$ cat config.mk
export PLATFORM = sky130hd
export DESIGN_NAME = metaball_field_pixel
export DESIGN_NICKNAME = d
export VERILOG_FILES = /design/src/rtl/mfp_pkg.sv /design/src/rtl/mfp_lane.sv /design/src/rtl/mfp_merge.sv /design/src/rtl/metaball_field_pixel.sv
export SDC_FILE = /design/constraint.sdc
export NUM_CORES = 2
export LEC_CHECK = 0
export ABC_AREA = 1
export ABC_CLOCK_PERIOD_IN_PS = 7500
export BUFFER_PORTS_ARGS = -buffer_cell sky130_fd_sc_hd__buf_2
export CORE_MARGIN = 1
export CORE_UTILIZATION = 35
export CTS_BUF_LIST = sky130_fd_sc_hd__clkbuf_2
export DETAILED_ROUTE_END_ITERATION = 6
export MAX_ROUTING_LAYER = met4
export PLACE_DENSITY = 0.51
export SKIP_CTS_REPAIR_TIMING = 1
export SLEW_MARGIN = 20
export SYNTH_ARGS = -nofsm -noshare
export SYNTH_HDL_FRONTEND = slang
export SYNTH_HIERARCHICAL = 1
export SYNTH_SLANG_ARGS = --single-unit
$ cat constraint.sdc
create_clock -name clk_i -period 7.5 [get_ports clk_i]
set_clock_uncertainty 0.05 [all_clocks]
set_input_delay 1.125 -clock clk_i [delete_from_list [all_inputs] [get_ports clk_i]]
set_output_delay 1.125 -clock clk_i [all_outputs]
set_load 0.03 [all_outputs]
$ cat src/rtl/mfp_pkg.sv
// ----------------------------------------------------------------------------
// mfp_pkg
// Shared types and constants of the metaball field pixel block.
// ----------------------------------------------------------------------------
`default_nettype none

package mfp_pkg;

  localparam int unsigned BLOB_COUNT  = 3;
  localparam int unsigned COORD_W     = 8;
  localparam int unsigned PIX_W       = 6;
  localparam int unsigned NUMER_W     = 16;
  localparam int unsigned LAST_W      = 15;
  localparam int unsigned DIST_W      = 17;
  localparam int unsigned WEIGHT_W    = 8;
  localparam int unsigned QBITS       = 8;
  localparam int unsigned TRIAL_W     = LAST_W + QBITS;
  localparam int unsigned SUM_W       = 11;

  localparam logic [WEIGHT_W-1:0] FULL_WEIGHT   = 8'd200;
  localparam logic [WEIGHT_W-1:0] INTENSITY_MAX = 8'd255;

  // lane latency: distance, index, overflow check, quotient bits, weight
  localparam int unsigned LANE_LAT    = 3 + QBITS + 1;

  localparam logic REG_RECIP_NUMERATOR  = 1'b0;
  localparam logic REG_TABLE_LAST_INDEX = 1'b1;

  localparam logic [NUMER_W-1:0] NUMER_RESET = 16'd4800;
  localparam logic [LAST_W-1:0]  LAST_RESET  = 15'd321;

  typedef struct packed {
    logic [NUMER_W-1:0] recip_numerator;
    logic [LAST_W-1:0]  table_last_index;
  } cfg_t;

endpackage

`default_nettype wire

$ cat src/rtl/mfp_lane.sv
// ----------------------------------------------------------------------------
// mfp_lane
// Weight of one blob: squared distance, clamped index, pipelined quotient.
// ----------------------------------------------------------------------------
`default_nettype none

module mfp_lane
  import mfp_pkg::*;
(
  input  wire logic                clk_i,
  input  wire cfg_t                cfg_i,
  input  wire logic [PIX_W-1:0]    col_i,
  input  wire logic [PIX_W-1:0]    row_i,
  input  wire logic [COORD_W-1:0]  bx_i,
  input  wire logic [COORD_W-1:0]  by_i,
  output logic      [WEIGHT_W-1:0] weight_o
);

  logic signed [DIST_W-2:0]    dx, dy;
  logic [DIST_W-2:0]           sqx, sqy;
  logic [DIST_W-1:0]           dist_d;
  logic [DIST_W-3:0]           dist_q;
  logic [LAST_W-1:0]           idx_d, idx_q;
  logic [TRIAL_W-1:0]          top_trial;

  logic [NUMER_W-1:0]  rem_q  [QBITS+1];
  logic [QBITS-1:0]    quo_q  [QBITS+1];
  logic [LAST_W-1:0]   div_q  [QBITS+1];
  logic                full_q [QBITS+1];

  logic [WEIGHT_W-1:0] weight_d, weight_q;

  assign dx     = $signed({{(DIST_W-1-COORD_W){bx_i[COORD_W-1]}}, bx_i})
                - $signed({{(DIST_W-1-PIX_W){1'b0}}, col_i});
  assign dy     = $signed({{(DIST_W-1-COORD_W){by_i[COORD_W-1]}}, by_i})
                - $signed({{(DIST_W-1-PIX_W){1'b0}}, row_i});
  assign sqx    = dx * dx;
  assign sqy    = dy * dy;
  assign dist_d = {1'b0, sqx} + {1'b0, sqy};

  always_ff @(posedge clk_i) begin
    dist_q <= dist_d[DIST_W-1:2];
  end

  always_comb begin
    idx_d = dist_q;
    if (idx_d > cfg_i.table_last_index) begin
      idx_d = cfg_i.table_last_index;
    end
  end

  always_ff @(posedge clk_i) begin
    idx_q <= idx_d;
  end

  // quotient of 256 or more, or a zero index, saturates to full weight
  assign top_trial = {idx_q, {QBITS{1'b0}}};

  always_ff @(posedge clk_i) begin
    rem_q[0]  <= cfg_i.recip_numerator;
    quo_q[0]  <= '0;
    div_q[0]  <= idx_q;
    full_q[0] <= ({{(TRIAL_W-NUMER_W){1'b0}}, cfg_i.recip_numerator} >= top_trial);
  end

  for (genvar s = 0; s < QBITS; s++) begin : g_div
    localparam int unsigned B = QBITS - 1 - s;
    logic [TRIAL_W-1:0] trial;
    logic               ge;
    logic [QBITS-1:0]   quo_nxt;

    assign trial = {{QBITS{1'b0}}, div_q[s]} << B;
    assign ge    = ({{(TRIAL_W-NUMER_W){1'b0}}, rem_q[s]} >= trial);

    always_comb begin
      quo_nxt    = quo_q[s];
      quo_nxt[B] = ge;
    end

    always_ff @(posedge clk_i) begin
      rem_q[s+1]  <= ge ? (rem_q[s] - trial[NUMER_W-1:0]) : rem_q[s];
      quo_q[s+1]  <= quo_nxt;
      div_q[s+1]  <= div_q[s];
      full_q[s+1] <= full_q[s];
    end
  end

  always_comb begin
    if (full_q[QBITS] || (quo_q[QBITS] > FULL_WEIGHT)) begin
      weight_d = FULL_WEIGHT;
    end else begin
      weight_d = quo_q[QBITS];
    end
  end

  always_ff @(posedge clk_i) begin
    weight_q <= weight_d;
  end

  assign weight_o = weight_q;

endmodule

`default_nettype wire

$ cat src/rtl/mfp_merge.sv
// ----------------------------------------------------------------------------
// mfp_merge
// Adds the fade level and all lane weights, saturates to eight bits.
// ----------------------------------------------------------------------------
`default_nettype none

module mfp_merge
  import mfp_pkg::*;
(
  input  wire logic                clk_i,
  input  wire logic [WEIGHT_W-1:0] fade_i,
  input  wire logic [WEIGHT_W-1:0] weight_i [BLOB_COUNT],
  output logic      [WEIGHT_W-1:0] intensity_o
);

  logic [SUM_W-1:0]    sum;
  logic [WEIGHT_W-1:0] int_d, int_q;

  always_comb begin
    sum = {{(SUM_W-WEIGHT_W){1'b0}}, fade_i};
    for (int k = 0; k < BLOB_COUNT; k++) begin
      sum = sum + {{(SUM_W-WEIGHT_W){1'b0}}, weight_i[k]};
    end
    if (sum > {{(SUM_W-WEIGHT_W){1'b0}}, INTENSITY_MAX}) begin
      int_d = INTENSITY_MAX;
    end else begin
      int_d = sum[WEIGHT_W-1:0];
    end
  end

  always_ff @(posedge clk_i) begin
    int_q <= int_d;
  end

  assign intensity_o = int_q;

endmodule

`default_nettype wire

$ cat src/rtl/metaball_field_pixel.sv
// ----------------------------------------------------------------------------
// metaball_field_pixel
// Field value of one grid pixel under three metaballs.
//
// A pixel beat is taken at each clock edge with start_i high and busy_o low;
// busy_o stays low, so a new pixel may enter on every cycle. Each beat
// carries the pixel column and row, three blob centres and a fade level.
// One lane per blob forms the squared distance, clamps the index and runs
// an eight-stage restoring quotient; a merge stage adds the fade level and
// the weights and saturates to 255.
// Throughput is one pixel per cycle, set by the fully pipelined lanes.
// intensity_o is valid for exactly one cycle while done_o is high; there is
// no back-pressure on the result side.
// Configuration: cfg_we_i writes cfg_wdata_i to register cfg_idx_i
// (0 recip_numerator, 1 table_last_index); write only while no pixel is in
// flight. Reset clears the pipeline valid bits and restores the registers
// to 4800 and 321.
// ----------------------------------------------------------------------------
`default_nettype none

module metaball_field_pixel
  import mfp_pkg::*;
(
  input  wire logic               clk_i,
  input  wire logic               rst_ni,
  input  wire logic               cfg_we_i,
  input  wire logic               cfg_idx_i,
  input  wire logic [NUMER_W-1:0] cfg_wdata_i,
  input  wire logic               start_i,
  output logic                    busy_o,
  input  wire logic [PIX_W-1:0]   pixel_col_i,
  input  wire logic [PIX_W-1:0]   pixel_row_i,
  input  wire logic [COORD_W-1:0] blob_a_x_i,
  input  wire logic [COORD_W-1:0] blob_a_y_i,
  input  wire logic [COORD_W-1:0] blob_b_x_i,
  input  wire logic [COORD_W-1:0] blob_b_y_i,
  input  wire logic [COORD_W-1:0] blob_c_x_i,
  input  wire logic [COORD_W-1:0] blob_c_y_i,
  input  wire logic [WEIGHT_W-1:0] fade_level_i,
  output logic                    done_o,
  output logic [WEIGHT_W-1:0]     intensity_o
);

  localparam int unsigned FADE_DEPTH = LANE_LAT + 1;
  localparam int unsigned VLD_DEPTH  = LANE_LAT + 2;

  cfg_t                cfg_q;
  logic                accept;
  logic [VLD_DEPTH-1:0] vld_q;

  logic [PIX_W-1:0]    col_q, row_q;
  logic [COORD_W-1:0]  bx_in [BLOB_COUNT];
  logic [COORD_W-1:0]  by_in [BLOB_COUNT];
  logic [COORD_W-1:0]  bx_q  [BLOB_COUNT];
  logic [COORD_W-1:0]  by_q  [BLOB_COUNT];
  logic [WEIGHT_W-1:0] fade_q [FADE_DEPTH];
  logic [WEIGHT_W-1:0] weight [BLOB_COUNT];

  assign busy_o = 1'b0;
  assign accept = start_i && !busy_o;

  always_ff @(posedge clk_i or negedge rst_ni) begin
    if (!rst_ni) begin
      cfg_q.recip_numerator  <= NUMER_RESET;
      cfg_q.table_last_index <= LAST_RESET;
    end else if (cfg_we_i) begin
      case (cfg_idx_i)
        REG_RECIP_NUMERATOR:  cfg_q.recip_numerator  <= cfg_wdata_i;
        REG_TABLE_LAST_INDEX: cfg_q.table_last_index <= cfg_wdata_i[LAST_W-1:0];
        default: ;
      endcase
    end
  end

  always_ff @(posedge clk_i or negedge rst_ni) begin
    if (!rst_ni) begin
      vld_q <= '0;
    end else begin
      vld_q <= {vld_q[VLD_DEPTH-2:0], accept};
    end
  end

  assign bx_in[0] = blob_a_x_i;
  assign by_in[0] = blob_a_y_i;
  assign bx_in[1] = blob_b_x_i;
  assign by_in[1] = blob_b_y_i;
  assign bx_in[2] = blob_c_x_i;
  assign by_in[2] = blob_c_y_i;

  always_ff @(posedge clk_i) begin
    if (accept) begin
      col_q     <= pixel_col_i;
      row_q     <= pixel_row_i;
      bx_q      <= bx_in;
      by_q      <= by_in;
      fade_q[0] <= fade_level_i;
    end
    for (int k = 1; k < FADE_DEPTH; k++) begin
      fade_q[k] <= fade_q[k-1];
    end
  end

  for (genvar g = 0; g < BLOB_COUNT; g++) begin : g_lane
    mfp_lane u_lane (
      .clk_i    (clk_i),
      .cfg_i    (cfg_q),
      .col_i    (col_q),
      .row_i    (row_q),
      .bx_i     (bx_q[g]),
      .by_i     (by_q[g]),
      .weight_o (weight[g])
    );
  end

  mfp_merge u_merge (
    .clk_i       (clk_i),
    .fade_i      (fade_q[FADE_DEPTH-1]),
    .weight_i    (weight),
    .intensity_o (intensity_o)
  );

  assign done_o = vld_q[VLD_DEPTH-1];

endmodule

`default_nettype wire

# [Yosys cells after proc, flatten, opt, wreduce, memory -nomap -nowiden]
# Memory sizes are Yosys's and may differ from the RTL's.
# Index checks and enable logic that the tools add are counted.
[totals] register_bits=227 ramBits=1184 word_cells=145 n_memories=13
[op_classes] n_addsub=36 mul=6 order_cmp=34 n_mux=29 n_bitwise=1 n_reduce_logical=5
[memory_table] memory="g_lane[0].u_lane.rem_q" words=9 word_bits=16 rd=8 rd_ports_with_merged_regs=0 wr=9 line_no="mfp_lane.sv:26" rtl="logic [NUMER_W-1:0] rem_q [QBITS+1];"
[memory_table] memory="g_lane[1].u_lane.rem_q" words=9 word_bits=16 rd=8 rd_ports_with_merged_regs=0 wr=9 line_no="mfp_lane.sv:26"
[memory_table] memory="g_lane[2].u_lane.rem_q" words=9 word_bits=16 rd=8 rd_ports_with_merged_regs=0 wr=9 line_no="mfp_lane.sv:26"
[memory_table] memory="g_lane[0].u_lane.div_q" words=9 word_bits=15 rd=8 rd_ports_with_merged_regs=0 wr=9 line_no="mfp_lane.sv:28" rtl="logic [LAST_W-1:0] div_q [QBITS+1];"
[memory_table] memory="g_lane[1].u_lane.div_q" words=9 word_bits=15 rd=8 rd_ports_with_merged_regs=0 wr=9 line_no="mfp_lane.sv:28"
[memory_table] memory="g_lane[2].u_lane.div_q" words=9 word_bits=15 rd=8 rd_ports_with_merged_regs=0 wr=9 line_no="mfp_lane.sv:28"
[memory_table] memory="+7 memories"
[ops] operator="2-to-1 mux 16 bit" count=24
[ops] operator="subtractor 16 bit" count=21
[ops] operator="multiplier 16 x 16 -> 16 bit" count=6
[ops] operator="greater-or-equal comparator 16 x 23 -> 1 bit" count=3
[ops] operator="greater-or-equal comparator 16 x 22 -> 1 bit" count=3
[ops] operator="greater-or-equal comparator 16 x 21 -> 1 bit" count=3
[ops] operator="greater-or-equal comparator 16 x 20 -> 1 bit" count=3
[ops] operator="greater-or-equal comparator 16 x 19 -> 1 bit" count=3
[ops] operator="greater-or-equal comparator 16 x 18 -> 1 bit" count=3
[ops] operator="subtractor 8 x 7 -> 9 bit" count=6
[ops] operator="adder 16 x 16 -> 17 bit" count=3
[ops] operator="greater-or-equal comparator 16 x 17 -> 1 bit" count=3
[ops] operator="greater-or-equal comparator 16 x 15 -> 1 bit" count=3
[ops] operator="greater-or-equal comparator 16 bit" count=3
[ops] operator="subtractor 16 x 15 -> 16 bit" count=3
[ops] operator="greater-than comparator 15 bit" count=3
[ops] operator="2-to-1 mux 15 bit" count=3
[ops] operator="greater-than comparator 8 bit, second input constant" count=3
[ops] operator="adder 11 x 8 -> 11 bit" count=2
[ops] operator="greater-than comparator 11 x 8 -> 1 bit, second input constant" count=1
[ops] operator="adder 8 x 8 -> 9 bit" count=1
[ops] operator="AND reduction 2 bit" count=2
[ops] operator="logical OR 1 bit" count=3
[ops] operator="2-to-1 mux 1 bit" count=2
[ops] operator="inverter 1 bit" count=1

# [Depth between registers and ports, before layout]
# An unclocked memory read counts as a cell.
[logic_depth] depth_word=5 mapped_depth=40 ltp_nobuf=40

# [By module]
# The synthesis kept the hierarchy.
[by_module_without_submodules] mod="mfp_lane at g_lane[0].u_lane" n_inst=1 cells_per_inst=2405 area_per_inst_um2=19922.9
[by_module_without_submodules] mod="mfp_lane at g_lane[2].u_lane" n_inst=1 cells_per_inst=2437 area_per_inst_um2=19902.8
[by_module_without_submodules] mod="mfp_lane at g_lane[1].u_lane" n_inst=1 cells_per_inst=2385 area_per_inst_um2=19830.3
[by_module_without_submodules] mod="metaball_field_pixel" n_inst=1 cells_per_inst=316 area_per_inst_um2=5592.9
[by_module_without_submodules] mod="mfp_merge" n_inst=1 cells_per_inst=132 area_per_inst_um2=1016.0

# [Worst setup path after synthesis]
# OpenSTA, ideal clock, no wires.
[synth_path] kind="register -> register" from="reg by_q[8] in the netlist's numbering" to="reg g_lane[1].u_lane.dist_q[13]" arrival_time_ns=6.624 required_time_ns=7.331 path_slack_ns=0.707 path_stages_with_launch=35 path_cell_list="edfxtp_1 -> inv_1 -> ha_1 -> inv_1 -> fa_1 -> nand3_1 -> nand3_1 -> nand2_1 -> nand3_1 -> nand2_1 -> clkinv_1 -> nor2_1 -> inv_1 -> fa_1 -> fa_1 -> inv_1 -> fa_1 -> fa_1 -> inv_1 -> fa_1 -> inv_1 -> ha_1 -> a21oi_1 -> o21ai_0 -> a21oi_1 -> nor2_1 -> nor2_1 -> xor2_1 -> inv_1 -> ha_1 -> nand2_1 -> o21ai_0 -> a21oi_1 -> nand2_1 -> xor2_1"
[synth_via] elab_chain_cells=3
[synth_rtl] element="from (decl)" line_no="metaball_field_pixel.sv:55" rtl="logic [COORD_W-1:0] by_q [BLOB_COUNT];"
[synth_rtl] element="from (signal assigned)" line_no="metaball_field_pixel.sv:95" rtl="by_q <= by_in;"
[synth_rtl] element="subtractor 8 x 7 -> 9 bit" line_no="mfp_lane.sv:36" rtl="- $signed({{(DIST_W-1-PIX_W){1'b0}}, row_i});"
[synth_rtl] element="multiplier 16 x 16 -> 16 bit" line_no="mfp_lane.sv:38" rtl="assign sqy = dy * dy;"
[synth_rtl] element="adder 16 x 16 -> 17 bit" line_no="mfp_lane.sv:39" rtl="assign dist_d = {1'b0, sqx} + {1'b0, sqy};"
[synth_rtl] element="named net g_lane[1].u_lane.dist_d[15]" line_no="mfp_lane.sv:21" rtl="logic [DIST_W-1:0] dist_d;"
[synth_rtl] element="to (signal assigned)" line_no="mfp_lane.sv:42" rtl="dist_q <= dist_d[DIST_W-1:2];"
[synth_rtl] element="to (decl)" line_no="mfp_lane.sv:22" rtl="logic [DIST_W-3:0] dist_q;"
# The timed path passes the listed nets, and every way through them passes these cells.
# A chain may end at the register's enable or synchronous reset.

# [Final worst setup path]
[layout_path] from="reg col_q[0]" to="reg g_lane[1].u_lane.dist_q[12]"
[layout_via] elab_chain_cells=3
[layout_rtl] element="from (decl)" line_no="metaball_field_pixel.sv:51" rtl="logic [PIX_W-1:0] col_q, row_q;"
[layout_rtl] element="from (signal assigned)" line_no="metaball_field_pixel.sv:92" rtl="col_q <= pixel_col_i;"
[layout_rtl] element="subtractor 8 x 7 -> 9 bit" line_no="mfp_lane.sv:34" rtl="- $signed({{(DIST_W-1-PIX_W){1'b0}}, col_i});"
[layout_rtl] element="multiplier 16 x 16 -> 16 bit" line_no="mfp_lane.sv:37" rtl="assign sqx = dx * dx;"
[layout_rtl] element="adder 16 x 16 -> 17 bit" line_no="mfp_lane.sv:39"
[layout_rtl] element="named net g_lane[1].u_lane.dist_d[14]" line_no="mfp_lane.sv:21"
# The timed path passes the listed nets, and every way through them passes these cells.

==> metrics.txt <==
# TYPE chip_impl_metric gauge
chip_impl_metric{name="globalRouteMet2Util",unit="%"} 27.8
chip_impl_metric{name="vias_per_cell",unit=""} 4.50
chip_impl_metric{name="crit_fanout",unit=""} 8
chip_impl_metric{name="syn_to_final_growth",unit="%"} 11.5
chip_impl_info{name="crit_path_end_kind",value="flop"} 1
chip_impl_metric{name="worstMarginPinSlew",unit="ns"} 0.935
chip_impl_metric{name="core.rowCount",unit=""} 159
chip_impl_info{name="most_common_flop_cell_mapped_by_yosys",value="dfxtp_1"} 1
chip_impl_metric{name="layout_setup_ws",unit="ns"} 0.476
chip_impl_info{name="most_frequent_standard_cell_in_the_layout_excluding_fill_and_tap_cells",value="inv_1"} 1
chip_impl_metric{name="synth-xor-area-share",unit="%"} 3.83
chip_impl_info{name="clock_tree_from_tritoncts",value="built"} 1
chip_impl_metric{name="ctsLongestPathBuffers",unit=""} 4
chip_impl_info{name="cts-root-buf",value="clkbuf_2"} 1
chip_impl_metric{name="drc_violations_left",unit=""} 4
chip_impl_metric{name="timing.final.crit_period",unit="ns"} 7.02
chip_impl_metric{name="drt-wirelength-per-cell",unit="um"} 13.8
chip_impl_metric{name="cts.sinks",unit=""} 1210
chip_impl_metric{name="detail_route.first_pass.iterations",unit=""} 7
chip_impl_metric{name="yosys.area_share.adder",unit="%"} 23.1
chip_impl_metric{name="dieHeight",unit="um"} 437
chip_impl_metric{name="die-width",unit="um"} 437
chip_impl_metric{name="largest_net_degree_at_the_start_of_global_routing",unit=""} 54
chip_impl_info{name="outcome",value="complete, but fails checks"} 1
chip_impl_metric{name="synthesis.yosys.warnings",unit=""} 6
chip_impl_metric{name="port_buffers",unit=""} 97
chip_impl_metric{name="timing.max_cap.violations",unit=""} 0
chip_impl_metric{name="final_core_util",unit="%"} 39.3
chip_impl_metric{name="syn_avg_cell_area",unit="um^2"} 8.63
chip_impl_metric{name="io_pins",unit=""} 99
chip_impl_metric{name="number_of_antenna_violations_at_the_first_check_in_global_routing",unit=""} 5
chip_impl_metric{name="final_net_count",unit=""} 9278
chip_impl_metric{name="number_of_hold_violations_in_the_final_report",unit=""} 0
chip_impl_info{name="cpMaxStageDelayCell",value="fa_1"} 1
chip_impl_metric{name="timing.max_slew.rel_slack",unit="%"} 37.7
chip_impl_metric{name="groute.layer.met3.usage",unit="%"} 2.70
chip_impl_metric{name="finalSetupViolCount",unit=""} 0
chip_impl_metric{name="clk_latency",unit="ns"} 1.52
chip_impl_metric{name="global_route.usage.total",unit="%"} 16.1
chip_impl_metric{name="initial_utilization",unit="%"} 35.2
chip_impl_metric{name="synth_edf_count",unit=""} 68
chip_impl_metric{name="dieArea",unit="um^2"} 191000
chip_impl_metric{name="route.final.wire_length",unit="um"} 150000
chip_impl_metric{name="core_region_area",unit="um^2"} 188000
chip_impl_metric{name="drive_gt1_share",unit="%"} 10.8
chip_impl_metric{name="hpwl_reported_at_the_end_of_detailed_placement",unit="um"} 122000
chip_impl_metric{name="synth-seq-cells",unit=""} 1210
chip_impl_metric{name="detail-route-antenna-nets",unit=""} 0
chip_impl_metric{name="number_of_global_route_vias_before_repair",unit=""} 49800
chip_impl_metric{name="clock.fmax",unit="MHz"} 142
chip_impl_metric{name="tritoncts.num_buffers",unit=""} 326
chip_impl_metric{name="syn_inst",unit=""} 7675
chip_impl_metric{name="synth_compound_gate_area_share",unit="%"} 7.61
chip_impl_metric{name="clkSlewWorstSetupHoldPaths",unit="ns"} 0.09
chip_impl_info{name="violations",value="design-rule violations"} 1
chip_impl_metric{name="worstPathArrival",unit="ns"} 8.30
chip_impl_metric{name="largest_stage_delay_on_the_critical_path",unit="ns"} 0.54
chip_impl_info{name="min-delay-path-class",value="flop to flop"} 1
chip_impl_metric{name="ys_types",unit=""} 72
chip_impl_info{name="layout_common_cells",value="inv_1 (1458), nand2_1 (1405), dfxtp_1 (1097)"} 1
chip_impl_metric{name="cts-htree-levels",unit=""} 5
chip_impl_metric{name="layout.cell_area.non_filler",unit="um^2"} 73900
chip_impl_metric{name="pre_cts_slack",unit="ns"} 0.250
chip_impl_metric{name="placedCellCount",unit=""} 10200
chip_impl_metric{name="crit_required",unit="ns"} 8.78
chip_impl_metric{name="synth_fp_nets",unit=""} 8773
chip_impl_metric{name="grt_pass1_wl",unit="um"} 245000
chip_impl_metric{name="dpl_cell_area",unit="um^2"} 69700
chip_impl_metric{name="min_period_over_period",unit="%"} 93.7
chip_impl_metric{name="detailedRoute.firstIterationViolations",unit=""} 1750
chip_impl_metric{name="yosysSeqAreaShare",unit="%"} 37.9
chip_impl_metric{name="max_slew_violation_count",unit=""} 0
chip_impl_metric{name="synthArstFlopShare",unit="%"} 3.72
chip_impl_info{name="crit_path_start_kind",value="flop"} 1
chip_impl_metric{name="layoutNonFillerInstCount",unit=""} 10900
chip_impl_metric{name="place.gp.congestion",unit=""} 0.913
chip_impl_metric{name="synthSimpleGateAreaFrac",unit="%"} 18.2
chip_impl_metric{name="post_synth_instance_area",unit="um^2"} 66300
chip_impl_metric{name="num_vias",unit=""} 49000
chip_impl_info{name="path_class",value="flop to flop"} 1
chip_impl_metric{name="gr-usage-met1",unit="%"} 18.4
chip_impl_info{name="top_usage_layer",value="met2"} 1
chip_impl_info{name="combinational_family_with_the_most_area_after_synthesis",value="adder cells"} 1
chip_impl_metric{name="grt-ovfl-total",unit=""} 0
chip_impl_metric{name="post_synthesis_mux_area_share",unit="%"} 0
## through the flow
step,hold WS [ns],setup TNS (ns)
2_1_floorplan,0.260,0
3_3_place_gp,0.261,0
3_5_place_dp,0.262,0
4_1_cts,-0.619,0
5_1_grt,0.00543,-0.0234
6_report,0.191,0
## kinds of logic (layout without fill, tap and decap cells)
group           after synthesis  after routing
compound gates              871            871
xor+xnor                    285            285
fa+ha+maj                  1009           1009
buf+inv                    1576           2296
flops                      1210           1210
other cells                   1             10
simple gates               2723           2723
## path summary, 6_finish.rpt
| kind | slack, ns | from | depth (start not counted) | end |
|---|---|---|---|---|
| setup / recovery | 0.48 | col_q[0] | 35 | g_lane[1].u_lane/dist_q[12] |
| hold / removal | 0.19 | g_lane[0].u_lane/div_q[0][24] | 0 | g_lane[0].u_lane/div_q[0][39] |
| setup reg to reg | 0.48 | col_q[0] | 35 | g_lane[1].u_lane/dist_q[12] |
| hold reg to reg | 0.19 | g_lane[0].u_lane/div_q[0][24] | 0 | g_lane[0].u_lane/div_q[0][39] |
| max in group asynchronous | 6.60 | rst_ni | 3 | cfg_q[10] |
| min in group asynchronous | 0.29 | rst_ni | 3 | cfg_q[28] |
## final cells by class
cell class                 count  area, um^2
fill                       19300      114000
multi-input combinational   4889       35200
sequential                  1210       25100
inverter                    1510        5690
tap                         2495        3120
clock buffer                 455        2280
timing repair buffer         243        1850
clock inverter                88         614
antenna                        9        22.5
## synthesized netlist by cell type (all sizes together) (38+ instances only)
master / n / area [um^2]
nand4: 181 / 1170
fa: 358 / 7170
ha: 651 / 8150
xnor2: 98 / 858
inv: 1501 / 5650
buf: 54 / 445
dfxtp: 1097 / 22000
nand2: 1449 / 5630
nor2: 585 / 2230
nand3: 326 / 1810
a21oi: 359 / 1890
o21ai: 339 / 1810
nor3: 78 / 448
edfxtp: 68 / 2040
dfrtp: 38 / 951
xor2: 187 / 1680
## critical path, delay by kind of cell, from the launching register on
kind,cells,cell delay (ns)
buffers and inverters,9,0.77
xor gates and xnor gates,2,0.30
DFF,1,0.37
and+or+nand+nor,11,1.03
AOI/OAI and AO/OA,4,0.69
adders and majority gates,9,3.66
## registers in the layout, summed over array words and instances (netlist names)
signal                  flops
g_lane.u_lane/dist_q       45
fade_q                    104
g_lane.u_lane/idx_q        45
by_q                       24
vld_q                      14
u_merge/intensity_o         8
col_q                       6
g_lane.u_lane/quo_q       108
g_lane.u_lane/full_q       27
bx_q                       24
g_lane.u_lane/rem_q       384
g_lane.u_lane/div_q       360
cfg_q                      31
row_q                       6
g_lane.u_lane/weight_o     24
## layer usage
metal  wire length, um  up-vias  share of wire [%]
met4              5480        0                3.6
li1                  -    25500                  -
met5                 0        -                  0
met2             74300      745                 49
met3              4740      331                3.2
met1             65700    22400                 44
Power is left out: the tool's default activity adds up to more than one toggle a clock period on the data nets, which glitch-free logic cannot reach.
